File: config.mk
export PLATFORM = sky130hd
export DESIGN_NAME = integer_to_ascii_formatter
export DESIGN_NICKNAME = d
export VERILOG_FILES = /design/src/rtl/core/ifmt_pkg.sv /design/src/rtl/core/integer_to_ascii_formatter.sv
export SDC_FILE = /design/constraint.sdc
export NUM_CORES = 1
export LEC_CHECK = 0
export BUFFER_PORTS_ARGS = -buffer_cell sky130_fd_sc_hd__buf_2
export CORE_MARGIN = 4
export CORE_UTILIZATION = 55
export DETAILED_ROUTE_END_ITERATION = 12
export PLACE_DENSITY = 0.83
export SLEW_MARGIN = 20
export SYNTH_ARGS = -nofsm -noshare
export SYNTH_HDL_FRONTEND = slang
export SYNTH_SLANG_ARGS = --single-unit
File: constraint.sdc
create_clock -name clk_i -period 7 [get_ports clk_i]
set_input_delay 1.4 -clock clk_i [delete_from_list [all_inputs] [get_ports clk_i]]
set_output_delay 1.4 -clock clk_i [all_outputs]
set_load 0.01 [all_outputs]
File: src/rtl/core/ifmt_pkg.sv
// ============================================================================
// ifmt_pkg
// Shared types, constants and helpers of the integer to ASCII formatter.
// ============================================================================
package ifmt_pkg;

  localparam int ValueBitsDef = 32;
  localparam int InW          = 32;
  localparam int WidthW       = 4;
  localparam int InTdataW     = ((InW + WidthW + 7) / 8) * 8;
  localparam int CharW        = 7;
  localparam int OutTdataW    = ((CharW + 7) / 8) * 8;

  localparam int DecDigits    = 10;
  localparam int HexDigits    = 8;
  localparam int MaxChars     = DecDigits + 1;
  localparam int CntW         = $clog2(MaxChars + 1);
  localparam int BcdW         = 4 * DecDigits;
  localparam int StepBits     = 8;
  localparam int NumSteps     = InW / StepBits;
  localparam int NumStg       = NumSteps + 1;

  localparam int CfgIdxW      = 2;
  localparam int CfgDataW     = 1;

  localparam logic [CharW-1:0] ChZero  = 7'h30;
  localparam logic [CharW-1:0] ChUpA   = 7'h41;
  localparam logic [CharW-1:0] ChUpX   = 7'h58;
  localparam logic [CharW-1:0] ChLoX   = 7'h78;
  localparam logic [CharW-1:0] ChMinus = 7'h2d;
  localparam logic [3:0]       NibMask = 4'hf;

  typedef enum logic [CfgIdxW-1:0] {
    CfgHexMode     = 2'd0,
    CfgShowPrefix  = 2'd1,
    CfgUpperPrefix = 2'd2
  } cfg_idx_e;

  typedef struct packed {
    logic [InW-1:0]    mag;
    logic [BcdW-1:0]   bcd;
    logic [InW-1:0]    raw;
    logic              neg;
    logic [WidthW-1:0] width;
  } stage_t;

  function automatic logic [CharW-1:0] hex_char(input logic [3:0] nib_in);
    logic [3:0] nib;
    nib = nib_in & NibMask;
    if (nib < 4'd10) begin
      return ChZero + CharW'(nib);
    end
    return ChUpA + CharW'(nib) - CharW'(10);
  endfunction

  // eight shift-add-3 steps of the binary to BCD conversion
  function automatic logic [BcdW-1:0] dabble_step(input logic [BcdW-1:0] bcd_in,
                                                  input logic [StepBits-1:0] bits);
    logic [BcdW-1:0] b;
    b = bcd_in;
    for (int i = 0; i < StepBits; i++) begin
      for (int d = 0; d < DecDigits; d++) begin
        if (b[4*d +: 4] >= 4'd5) begin
          b[4*d +: 4] = b[4*d +: 4] + 4'd3;
        end
      end
      b = {b[BcdW-2:0], bits[StepBits-1-i]};
    end
    return b;
  endfunction

  function automatic logic bcd_valid(input logic [BcdW-1:0] bcd);
    logic ok;
    ok = 1'b1;
    for (int d = 0; d < DecDigits; d++) begin
      if (bcd[4*d +: 4] > 4'd9) begin
        ok = 1'b0;
      end
    end
    return ok;
  endfunction

endpackage

File: src/rtl/core/integer_to_ascii_formatter.sv
// ============================================================================
// integer_to_ascii_formatter
// Path: the input beat is registered in stg_q[0] to stg_q[4] and then in the
//   output shifter. Flow: the single-character output shifter sends a value's
//   1 to 11 characters and takes the next value as its last one is taken; the
//   front pipeline takes a beat every cycle while it has room.
// Reset: asynchronous, active low; clears stage valid bits, the character
//   count and the three mode registers.
// Formats a value as decimal or hex ASCII, one character per output beat,
// through a sign stage, four binary-to-BCD stages and a format/shift stage.
// ============================================================================
module integer_to_ascii_formatter #(
  parameter int VALUE_BITS = ifmt_pkg::ValueBitsDef
) (
  input  logic                           clk_i,
  input  logic                           rst_ni,
  input  logic                           cfg_we_i,
  input  logic [ifmt_pkg::CfgIdxW-1:0]   cfg_idx_i,
  input  logic [ifmt_pkg::CfgDataW-1:0]  cfg_data_i,
  input  logic                           s_axis_tvalid,
  output logic                           s_axis_tready,
  // [31:0] value, [35:32] field_width, [39:36] zero
  input  logic [ifmt_pkg::InTdataW-1:0]  s_axis_tdata,
  // [0] is_signed
  input  logic [0:0]                     s_axis_tuser,
  output logic                           m_axis_tvalid,
  input  logic                           m_axis_tready,
  // [6:0] char_code, [7] zero
  output logic [ifmt_pkg::OutTdataW-1:0] m_axis_tdata,
  output logic                           m_axis_tlast
);
  import ifmt_pkg::*;

  localparam int  EffBits = (VALUE_BITS < InW) ? VALUE_BITS : InW;
  localparam bit  SignOk  = (VALUE_BITS <= InW);
  localparam logic [InW-1:0] ValMask = {InW{1'b1}} >> (InW - EffBits);

  // mode registers
  logic hex_mode_q, show_prefix_q, upper_prefix_q;

  always_ff @(posedge clk_i or negedge rst_ni) begin
    if (!rst_ni) begin
      hex_mode_q     <= 1'b0;
      show_prefix_q  <= 1'b0;
      upper_prefix_q <= 1'b0;
    end else if (cfg_we_i) begin
      unique case (cfg_idx_e'(cfg_idx_i))
        CfgHexMode:     hex_mode_q     <= cfg_data_i[0];
        CfgShowPrefix:  show_prefix_q  <= cfg_data_i[0];
        CfgUpperPrefix: upper_prefix_q <= cfg_data_i[0];
        default: ;
      endcase
    end
  end

  // front pipeline
  stage_t              stg_q [NumStg];
  stage_t              stg_d [NumStg];
  logic [NumStg-1:0]   vld_q;
  logic [NumStg:0]     rdy;
  logic [CntW-1:0]     rem_q, rem_d;
  logic                ser_take;
  logic                beat;
  logic [InW-1:0]      v_in;
  logic                neg_in;

  assign beat     = m_axis_tvalid && m_axis_tready;
  assign ser_take = (rem_q == '0) || ((rem_q == CntW'(1)) && m_axis_tready);
  assign rdy[NumStg] = ser_take;

  for (genvar k = 0; k < NumStg; k++) begin : g_rdy
    assign rdy[k] = !vld_q[k] || rdy[k+1];
  end

  assign s_axis_tready = rdy[0];

  assign v_in   = s_axis_tdata[InW-1:0] & ValMask;
  assign neg_in = SignOk && s_axis_tuser[0] && v_in[EffBits-1];

  always_comb begin
    stg_d[0].raw   = v_in;
    stg_d[0].neg   = neg_in;
    stg_d[0].width = s_axis_tdata[InW +: WidthW];
    stg_d[0].bcd   = '0;
    stg_d[0].mag   = neg_in ? ((~v_in + InW'(1)) & ValMask) : v_in;
  end

  for (genvar k = 1; k < NumStg; k++) begin : g_dab
    always_comb begin
      stg_d[k]     = stg_q[k-1];
      stg_d[k].bcd = dabble_step(stg_q[k-1].bcd, stg_q[k-1].mag[InW-1 -: StepBits]);
      stg_d[k].mag = stg_q[k-1].mag << StepBits;
    end
  end

  always_ff @(posedge clk_i or negedge rst_ni) begin
    if (!rst_ni) begin
      vld_q <= '0;
    end else begin
      for (int k = 0; k < NumStg; k++) begin
        if (rdy[k]) begin
          vld_q[k] <= (k == 0) ? s_axis_tvalid : vld_q[(k == 0) ? 0 : k-1];
        end
      end
    end
  end

  always_ff @(posedge clk_i) begin
    if (rdy[0] && s_axis_tvalid) begin
      stg_q[0] <= stg_d[0];
    end
    for (int k = 1; k < NumStg; k++) begin
      if (rdy[k] && vld_q[k-1]) begin
        stg_q[k] <= stg_d[k];
      end
    end
  end

  // format stage
  stage_t              fs;
  logic [3:0]          dig   [DecDigits];
  logic [CharW-1:0]    bchr  [DecDigits];
  logic [CharW-1:0]    nbuf  [MaxChars];
  logic [3:0]          start;
  logic [1:0]          pl;
  logic [CntW-1:0]     len;
  logic [4:0]          idx   [MaxChars];

  assign fs = stg_q[NumStg-1];

  always_comb begin
    for (int j = 0; j < DecDigits; j++) begin
      dig[j] = fs.bcd[4*(DecDigits-1-j) +: 4];
      if (hex_mode_q && (j < HexDigits)) begin
        bchr[j] = hex_char(fs.raw[4*(HexDigits-1-j) +: 4]);
      end else begin
        bchr[j] = ChZero + CharW'(dig[j]);
      end
    end

    if (hex_mode_q) begin
      if ((fs.width != '0) && !fs.width[3]) begin
        start = 4'(HexDigits) - fs.width;
      end else begin
        start = '0;
      end
      pl = show_prefix_q ? 2'd2 : 2'd0;
    end else begin
      if ((fs.width != '0) && (fs.width <= 4'(DecDigits))) begin
        start = 4'(DecDigits) - fs.width;
      end else begin
        start = 4'(DecDigits - 1);
        for (int j = DecDigits - 2; j >= 0; j--) begin
          if (dig[j] != 4'd0) begin
            start = 4'(j);
          end
        end
      end
      pl = fs.neg ? 2'd1 : 2'd0;
    end

    len = CntW'(pl) + (hex_mode_q ? CntW'(HexDigits) : CntW'(DecDigits)) - CntW'(start);

    for (int j = 0; j < MaxChars; j++) begin
      idx[j] = {1'b0, start} + 5'(j) - {3'b000, pl};
      if (5'(j) < {3'b000, pl}) begin
        if (j == 0) begin
          nbuf[j] = hex_mode_q ? ChZero : ChMinus;
        end else begin
          nbuf[j] = upper_prefix_q ? ChUpX : ChLoX;
        end
      end else if (idx[j] < 5'(DecDigits)) begin
        nbuf[j] = bchr[idx[j][3:0]];
      end else begin
        nbuf[j] = ChZero;
      end
    end
  end

  // output shifter
  logic [CharW-1:0] buf_q [MaxChars];
  logic             load;

  assign load = vld_q[NumStg-1] && ser_take;

  always_comb begin
    rem_d = rem_q;
    if (load) begin
      rem_d = len;
    end else if (beat) begin
      rem_d = rem_q - CntW'(1);
    end
  end

  always_ff @(posedge clk_i or negedge rst_ni) begin
    if (!rst_ni) begin
      rem_q <= '0;
    end else begin
      rem_q <= rem_d;
    end
  end

  always_ff @(posedge clk_i) begin
    if (load) begin
      buf_q <= nbuf;
    end else if (beat) begin
      for (int j = 0; j < MaxChars - 1; j++) begin
        buf_q[j] <= buf_q[j+1];
      end
    end
  end

  assign m_axis_tvalid = (rem_q != '0);
  assign m_axis_tlast  = (rem_q == CntW'(1));
  assign m_axis_tdata  = {{(OutTdataW - CharW){1'b0}}, buf_q[0]};

  // checks
  a_rem_range: assert property (@(posedge clk_i) disable iff (!rst_ni)
    rem_q <= CntW'(MaxChars))
    else $error("character count out of range");

  a_bcd_ok: assert property (@(posedge clk_i) disable iff (!rst_ni)
    vld_q[NumStg-1] |-> bcd_valid(fs.bcd))
    else $error("invalid BCD digit after conversion");

  a_stall_hold: assert property (@(posedge clk_i) disable iff (!rst_ni)
    (vld_q[NumStg-1] && !ser_take) |=> (vld_q[NumStg-1] && $stable(fs)))
    else $error("stalled format stage changed");

  a_load_empty: assert property (@(posedge clk_i) disable iff (!rst_ni)
    load |=> (rem_q != '0))
    else $error("loaded item produced no characters");

endmodule

* After elaboration in Yosys (flattened, before gate mapping)
Memory sizes are Yosys's and may differ from the RTL's. Index checks and enable logic that the tools add are counted.
Word-level totals: register bits after elaboration 89, bits in latches 0, memory bits (writable) 545, ROM bits 0, input port bits 49, output and inout port bits 11, memories 1
Operators by class: add/subtract/negate cells 381, $mul 0, divide/modulo/power cells 0, magnitude comparators 354, equality and inequality tests 3, shift-type cells 0, multiplexer cells 439, bitwise gates (word level) 12, reductions and logical operators 40
Memories:
- stg_q | depth 5, bits a word 109, read ports 5, clocked after memory_dff 0, wr ports 5, RTL line integer_to_ascii_formatter.sv:57 | stage_t stg_q [NumStg];
Operator list (number):
- $ge 4x3->1 const B | 320
- $mux 4 | 301
- $add 4x2->4 const B | 288
- $mux 7 | 59
- $bmux 7 s4 | 11
- $mux 70 | 2
- $add 6x4->7 const A | 18
- $add 3x2->3 const B | 32
- $mux 3 | 32
- $add 7x4->7 const A | 8
- $sub 7x4->7 const B | 8
- $ge 5x5->1 const B | 11
- $lt 5x4->1 const B | 11
- $not 4->5 | 11
- $sub 5x2->5 | 10
- $reduce_bool 4->1 | 11
- $add 32x1->32 const B | 1
- $lt 4x4->1 const B | 8
- $mux 32 | 1
- $not 32->32 | 1
- $mux 1 | 28
- $add 4x3->5 const B | 4
- $add 4x4->5 const B | 3
- $logic_and 1x1->1 | 11
- 22 further kinds | 39

* Longest topological paths before layout
Gate-level depths: netlist of the first run. An unclocked memory read counts as a cell.
word-level depth 22, mapped depth 38

* Worst setup path before layout of the first run
OpenSTA, ideal clock, no wires.
path kind register -> register, from memory stg_q[0][146] (netlist bit), to memory stg_q[0][263] (netlist bit) (data pin), setup time 0.264 ns, arrival 6.230 ns, required time 6.736 ns, setup slack 0.505 ns, stages on the path, launching flop included 37, period minus slack after synthesis 6.495 ns, cell sequence edfxtp_1 -> buf_2 -> clkinv_1 -> ha_1 -> buf_4 -> and2b_1 -> or3_1 -> and2_1 -> inv_2 -> ha_1 -> o211ai_1 -> nand2_1 -> inv_2 -> ha_1 -> o311ai_0 -> o21ai_0 -> inv_1 -> ha_1 -> a31oi_1 -> a211oi_1 -> nor3_2 -> ha_1 -> inv_1 -> a21oi_1 -> o2bb2ai_1 -> inv_1 -> a21o_1 -> a21oi_1 -> ha_1 -> inv_1 -> a22oi_1 -> nor2_1 -> o21ai_1 -> xnor2_1 -> inv_1 -> a211oi_1 -> xnor2_1
RTL lines (RTL line):
- start, declared | integer_to_ascii_formatter.sv:57

==> summary.md, run 1 <==
| Metric | Value |
|---|---|
| Top_reg_cell synth | edfxtp_1 |
| MaxCap Viol Count | 0 |
| Largest net degree at the start of global routing | 78 |
| Grt ovf | 0 |
| Core area | 71610 um2 |
| Antenna violations before repair | 0 |
| Avg Inst Size Synth | 9.047 um2 |
| Die Width | 277.1 um |
| RR Endpoint | stg_q[0][492]$_DFFE_PP_ |
| Worst R2R Path Depth | 34 |
| Initial Util | 55.63% |
| Final Hold Vio Count | 0 |
| Top Ports | 60 |
| Final #Nets | 4699 |
| Worst hold path depth | 0 |
| DR pass1 iterations | 8 |
| Die area | 76800 um2 |
| Hpwl dp | 64390 um |
| Vias per inst | 6.131 |
| Worst-path maximum fanout | 7 |
| Root Buffer | clkbuf_16 |
| Relative slew slack | 29.98% |
| Clk_skew | 0.05937 ns |
| Crit path capture type | flip-flop |
| Outcome | complete, no violations |
| Routed Antenna Nets | 0 |
| Seq/Total Area, Yosys | 33.85% |
| First-pass GRT wire length | 145500 um |
| CP Launch Type | flip-flop |
| Hold slack final | 0.4016 ns |
| Final wirelength | 89020 um |
| Cell area after synthesis | 39840 um2 |
| Iteration-0 DRC count of the detailed router | 2866 |
| Critical Path AT | 6.96 ns |
| H-tree lvl count | 2 |
| Crit-path max cell delay | 0.52 ns |
| CTS clk-pin slew, worst paths | 0.06 ns |
| Min-delay src | stg_q[0][139]$_DFFE_PP_ |
| Total CTS buffers | 46 |
| Gpl congestion | 0.9589 |
| CTS tree | done |
| Slowest library cell on the worst path | or4_1 |
| Share of layout cells above drive strength 1 | 14.53% |
| Final setup violation count | 0 |
| EDFF count, synth | 439 |
| Vias | 33380 |
| Hold Path Sink | stg_q[0][248]$_DFFE_PP_ |
| Tmin final | 6.613 ns |
| Critical path type | reg -> reg |
| Register bit count reported by yosys | 451 |
| Port Buffers | 54 |
| Synth warnings | 0 |
| Die height | 277.1 um |
| Ant diodes | 0 |
| Distinct cells, synth | 147 |
| Min-Delay Path Class | reg -> reg |
| Critical Path RT | 7.35 ns |
| Achievable Freq | 0.1512 GHz |
| Reg2reg start | stg_q[0][380]$_DFFE_PP_ |
| CTS Buffer Depth | 3 |
| Synth async-reset ratio | 2.661% |
| Rows | 98 |
| Clock latency on the worst-skew pair | 0.62 ns |
| Clk sinks | 451 |
| Cells after Synth | 4403 |
| Syn nets | 4645 |
| Final Cycle Share | 94.46% |
| Max-slew violation count | 0 |
| Worst-Margin Slew | 1.047 ns |
| P&R area growth vs syn | 9.404% |
| Vias in the first global route | 30500 |
| DRC errors left | 0 |
| Register-to-register setup slack | 0.39 ns |
| Total global-route track usage | 21.82% |
| WL per Instance | 16.35 um |
placed cells by master, fill, tap and decap left out, types with 37 or more instances in the layout:
master,n
nand3_1,94
nor2_1,380
clkbuf_16,46
buf_2,54
edfxtp_1,439
nand2b_1,77
mux2_2,71
a31oi_1,60
xor2_1,37
or3_1,38
o211ai_1,68
o21ai_1,54
a211oi_1,44
mux2i_1,216
and2_1,54
o21a_1,49
ha_1,174
inv_1,270
xnor2_1,96
nor2b_1,52
nand2_1,372
a21oi_1,294
a21o_1,56
o21ai_0,294
buf_4,99
nor3_1,97
routing by layer:
layer	up-vias	GRT usage, %	part of all wire, %
li1	16560	-	-
met3	189	2.630	6.0
met1	15560	29.32	44
met5	-	0	0
met2	1061	37.32	47
met4	0	6.244	2.8
final cells by class:
cell class                 instances  area, um2
tap                              950       1189
clock buffer                      51       1170
timing repair buffer             154       1041
multi-input combinational       3511      25120
fill                            5790      28030
inverter                         293       1100
clock inverter                    34      474.2
sequential                       451      13480
worst max-delay path by stage:
| stage | start | end | slack [ns] | cells past startpoint |
|---|---|---|---|---|
| 2_1_floorplan | stg_q[0][146]$_DFFE_PP_ | stg_q[0][263]$_DFFE_PP_ | 0.51 | 36 |
| 3_3_place_gp | stg_q[0][271]$_DFFE_PP_ | stg_q[0][391]$_DFFE_PP_ | 0.18 | 30 |
| 3_5_place_dp | stg_q[0][271]$_DFFE_PP_ | stg_q[0][391]$_DFFE_PP_ | 0.007 | 30 |
| 4_1_cts | stg_q[0][392]$_DFFE_PP_ | stg_q[0][503]$_DFFE_PP_ | 0.09 | 36 |
| 5_1_grt | stg_q[0][380]$_DFFE_PP_ | stg_q[0][492]$_DFFE_PP_ | -0.07 | 34 |
| 6_report | stg_q[0][380]$_DFFE_PP_ | stg_q[0][492]$_DFFE_PP_ | 0.39 | 34 |
through the flow:
step           area (um2)  util, %  worst slack (ns)  instances  TNS, ns
2_1_floorplan       39840        -            0.5052       4403        0
3_3_place_gp        41120    57.43            0.1785       5322        0
3_5_place_dp        41120    57.43          0.007184       5322        0
4_1_cts             42780    59.74           0.08617       5408        0
5_1_grt             43580    60.86          -0.07043       5444  -0.6418
6_report            43580    60.86            0.3875       5444        0
cells in the mapped netlist (all sizes together), types with 64 or more instances:
library cell | number | area, um2
edfxtp | 439 | 13180
nor2 | 394 | 1504
nand2 | 376 | 1419
o21ai | 366 | 1914
a21oi | 321 | 1663
inv | 288 | 1081
mux2i | 238 | 2500
ha | 182 | 2277
xnor2 | 119 | 1189
nor3 | 108 | 565.5
nand3 | 96 | 490.5
clkbuf | 95 | 357.8
nand2b | 83 | 539.3
mux2 | 80 | 915.9
o211ai | 78 | 635.6
a31oi | 70 | 486.7
and2 | 64 | 407.9
logic make-up (layout without fill, tap and decap cells):
kind of cell / Yosys count / in the layout / share of synthesized area, %
buffers and inverters: 441 / 532 / 4.451
adder cells (fa/ha/maj): 196 / 196 / 6.348
other: 1 / 1 / 0.009414
AO/OA/AOI/OAI: 1426 / 1426 / 25.09
XOR/XNOR: 172 / 172 / 4.463
flip-flops: 451 / 451 / 33.85
AND/OR/NAND/NOR: 1395 / 1395 / 17.05
multiplexers: 321 / 321 / 8.744
critical path, delay by kind of cell (launching register included):
kind	cells	cell delay [ns]
compound gates	12	1.92
mux	3	0.52
simple gates	8	1.54
buf+inv	5	0.46
fa+ha+maj	6	1.39
flops	1	0.50
timing repair:
item / in CTS / in global routing
setup endpoints to repair: 1 / 75
hold buffers: 0 / 0
setup buffers: 1 / 35
resized for setup: 1 / 106
pin swaps: 1 / 10
registers in the layout, indices dropped and copies added (netlist names):
| register | cells |
|---|---|
| hex_mode_q | 1 |
| vld_q | 5 |
| rem_q | 4 |
| show_prefix_q | 1 |
| upper_prefix_q | 1 |
| stg_q | 362 |
| m_axis_tdata | 7 |
| buf_q | 70 |
Power of run 1 is left out: the tool's default activity adds up to more than one toggle a clock period on the data nets, which glitch-free logic cannot reach.
==> run 2: changes to the inputs <==
- GPL_TIMING_DRIVEN: default -> 0
==> run 2 against run 1 <==
First-iteration DRC count is 11% higher. Register-to-register slack worse by 0.03 ns. Die area stayed put. Hold slack better by 0.012 ns. Cell count is 2.3% higher.
==> summary.md, run 2 (synthesis results as in run 1) <==
| Metric | Value |
|---|---|
| H-tree lvl count | 2 |
| First-pass GRT wire length | 153400 um |
| Clk_skew | 0.02293 ns |
| Final Hold Vio Count | 0 |
| Worst-path maximum fanout | 6 |
| MaxCap Viol Count | 0 |
| Area of the multi-input gates | 25350 um2 |
| CTS Buffer Depth | 3 |
| Port Buffers | 54 |
| CP Launch Type | flip-flop |
| Slowest library cell on the worst path | edfxtp_1 |
| Root Buffer | clkbuf_16 |
| Total CTS buffers | 48 |
| Initial Util | 55.63% |
| Core area | 71610 um2 |
| WL per Instance | 17.19 um |
| Ant diodes | 0 |
| DR pass1 iterations | 6 |
| Clk sinks | 451 |
| Rows | 98 |
| Outcome | complete, no violations |
| Crit-path max cell delay | 0.44 ns |
| Gpl congestion | 0.9921 |
| Most common cell after layout, fill and taps aside | edfxtp_1 |
| Routed Antenna Nets | 0 |
| Setup Total Neg Slack | 0 ns |
| Reg with most FFs | stg_q |
| Antenna violations before repair | 0 |
| Grt ovf | 0 |
| Die height | 277.1 um |
| Hpwl dp | 70300 um |
| Largest net degree at the start of global routing | 78 |
| Critical Path AT | 7.11 ns |
| CP Buf/Inv Count | 10 |
| CTS tree | done |
| Iteration-0 DRC count of the detailed router | 3181 |
| Top delay family on crit path | compound AO/OA/AOI/OAI gates |
| Hold_buf cts | 0 |
| Final setup violation count | 0 |
| Die Width | 277.1 um |
| RSZ-0062 raised after global routing | yes |
| Layout fillers | 5802 |
| CP dominant cell by count | inv_1 |
| Critical Path RT | 7.47 ns |
| FF+latch area | 13480 um2 |
| Top Ports | 60 |
| Vias | 34580 |
| Largest register FFs | 362 |
| DRC errors left | 0 |
| Critical path type | reg -> reg |
| Most frequent cells in the layout | 439 x edfxtp_1, 379 x nor2_1, 368 x nand2_1, 290 x a21oi_1, 287 x o21ai_0 |
| Post-placement cell area | 41480 um2 |
| Vias per inst | 6.210 |
| Final Cell Area | 44260 um2 |
| Worst-Margin Slew | 0.9802 ns |
| Clock latency on the worst-skew pair | 0.62 ns |
| P&R area growth vs syn | 11.11% |
| Final Cycle Share | 94.89% |
| Min-Delay Path Class | reg -> reg |
| Share of layout cells above drive strength 1 | 15.18% |
| Final #Nets | 4824 |
| CTS clk-pin slew, worst paths | 0.06 ns |
| Achievable Freq | 0.1506 GHz |
| Die area | 76800 um2 |
| Relative slew slack | 34.49% |
| Vias in the first global route | 31650 |
| Total global-route track usage | 23.23% |
| Final wirelength | 95740 um |
| Crit path capture type | flip-flop |
| Max-slew violation count | 0 |
| Tmin final | 6.642 ns |
## run 2: changes by cell type in the layout (fill, tap and decap cells not counted), sizes merged
cell and delta:
clkbuf +102, clkinv +6, bufinv -7, buf +26, inv -2
## run 2: final cells by class
type / instances / share of cell area, %
clock buffer: 56 / 2.782
inverter: 293 / 2.502
buffer: 148 / 1.552
multi-input combinational: 3511 / 57.27
tap: 950 / 2.685
timing repair buffer: 129 / 2.112
sequential: 451 / 30.46
clock inverter: 31 / 0.6360
## run 2: layer usage
metal / vias to the layer above / share of wire (%) / GRT usage, %
met4: 0 / 2.9 / 7.133
met2: 1152 / 48 / 40.00
met5: - / 0 / 0
met1: 16380 / 43 / 30.75
met3: 203 / 6.0 / 2.841
li1: 16850 / - / -
## run 2: timing repair
action / 4_1_cts / 5_1_grt
endpoints found under the setup margin: 26 / 75
endpoints found under the hold margin: 0 / 0
setup buffers: 9 / 59
pin swaps: 4 / 28
gates resized for setup: 19 / 158
## run 2: per-stage QoR
stage / util, % / setup slack (ns) / hold slack (ns) / cells
after global placement: 57.67 / -0.6360 / 0.4002 / 5407
after global routing: 61.81 / -0.08786 / 0.4176 / 5569
after CTS: 60.22 / 0.02029 / 0.4146 / 5510
after floorplan: - / 0.5052 / 0.4003 / 4403
final: 61.81 / 0.3579 / 0.4134 / 5569
after detailed placement: 57.93 / -0.4979 / 0.4045 / 5414
## run 2: path summary, 6_finish.rpt
check                                         from                 endpoint  slack (ns)  cells past startpoint
min reg2reg                stg_q[0][249]$_DFFE_PP_  stg_q[0][358]$_DFFE_PP_        0.41                      0
min in group asynchronous                   rst_ni     rem_q[3]$_DFFE_PN0P_        0.67                      1
min                        stg_q[0][249]$_DFFE_PP_  stg_q[0][358]$_DFFE_PP_        0.41                      0
max reg2reg                stg_q[0][392]$_DFFE_PP_  stg_q[0][503]$_DFFE_PP_        0.36                     36
max                        stg_q[0][392]$_DFFE_PP_  stg_q[0][503]$_DFFE_PP_        0.36                     36
max in group asynchronous                   rst_ni     rem_q[1]$_DFFE_PN0P_        6.11                      1
Power of run 2 is left out for the same reason.
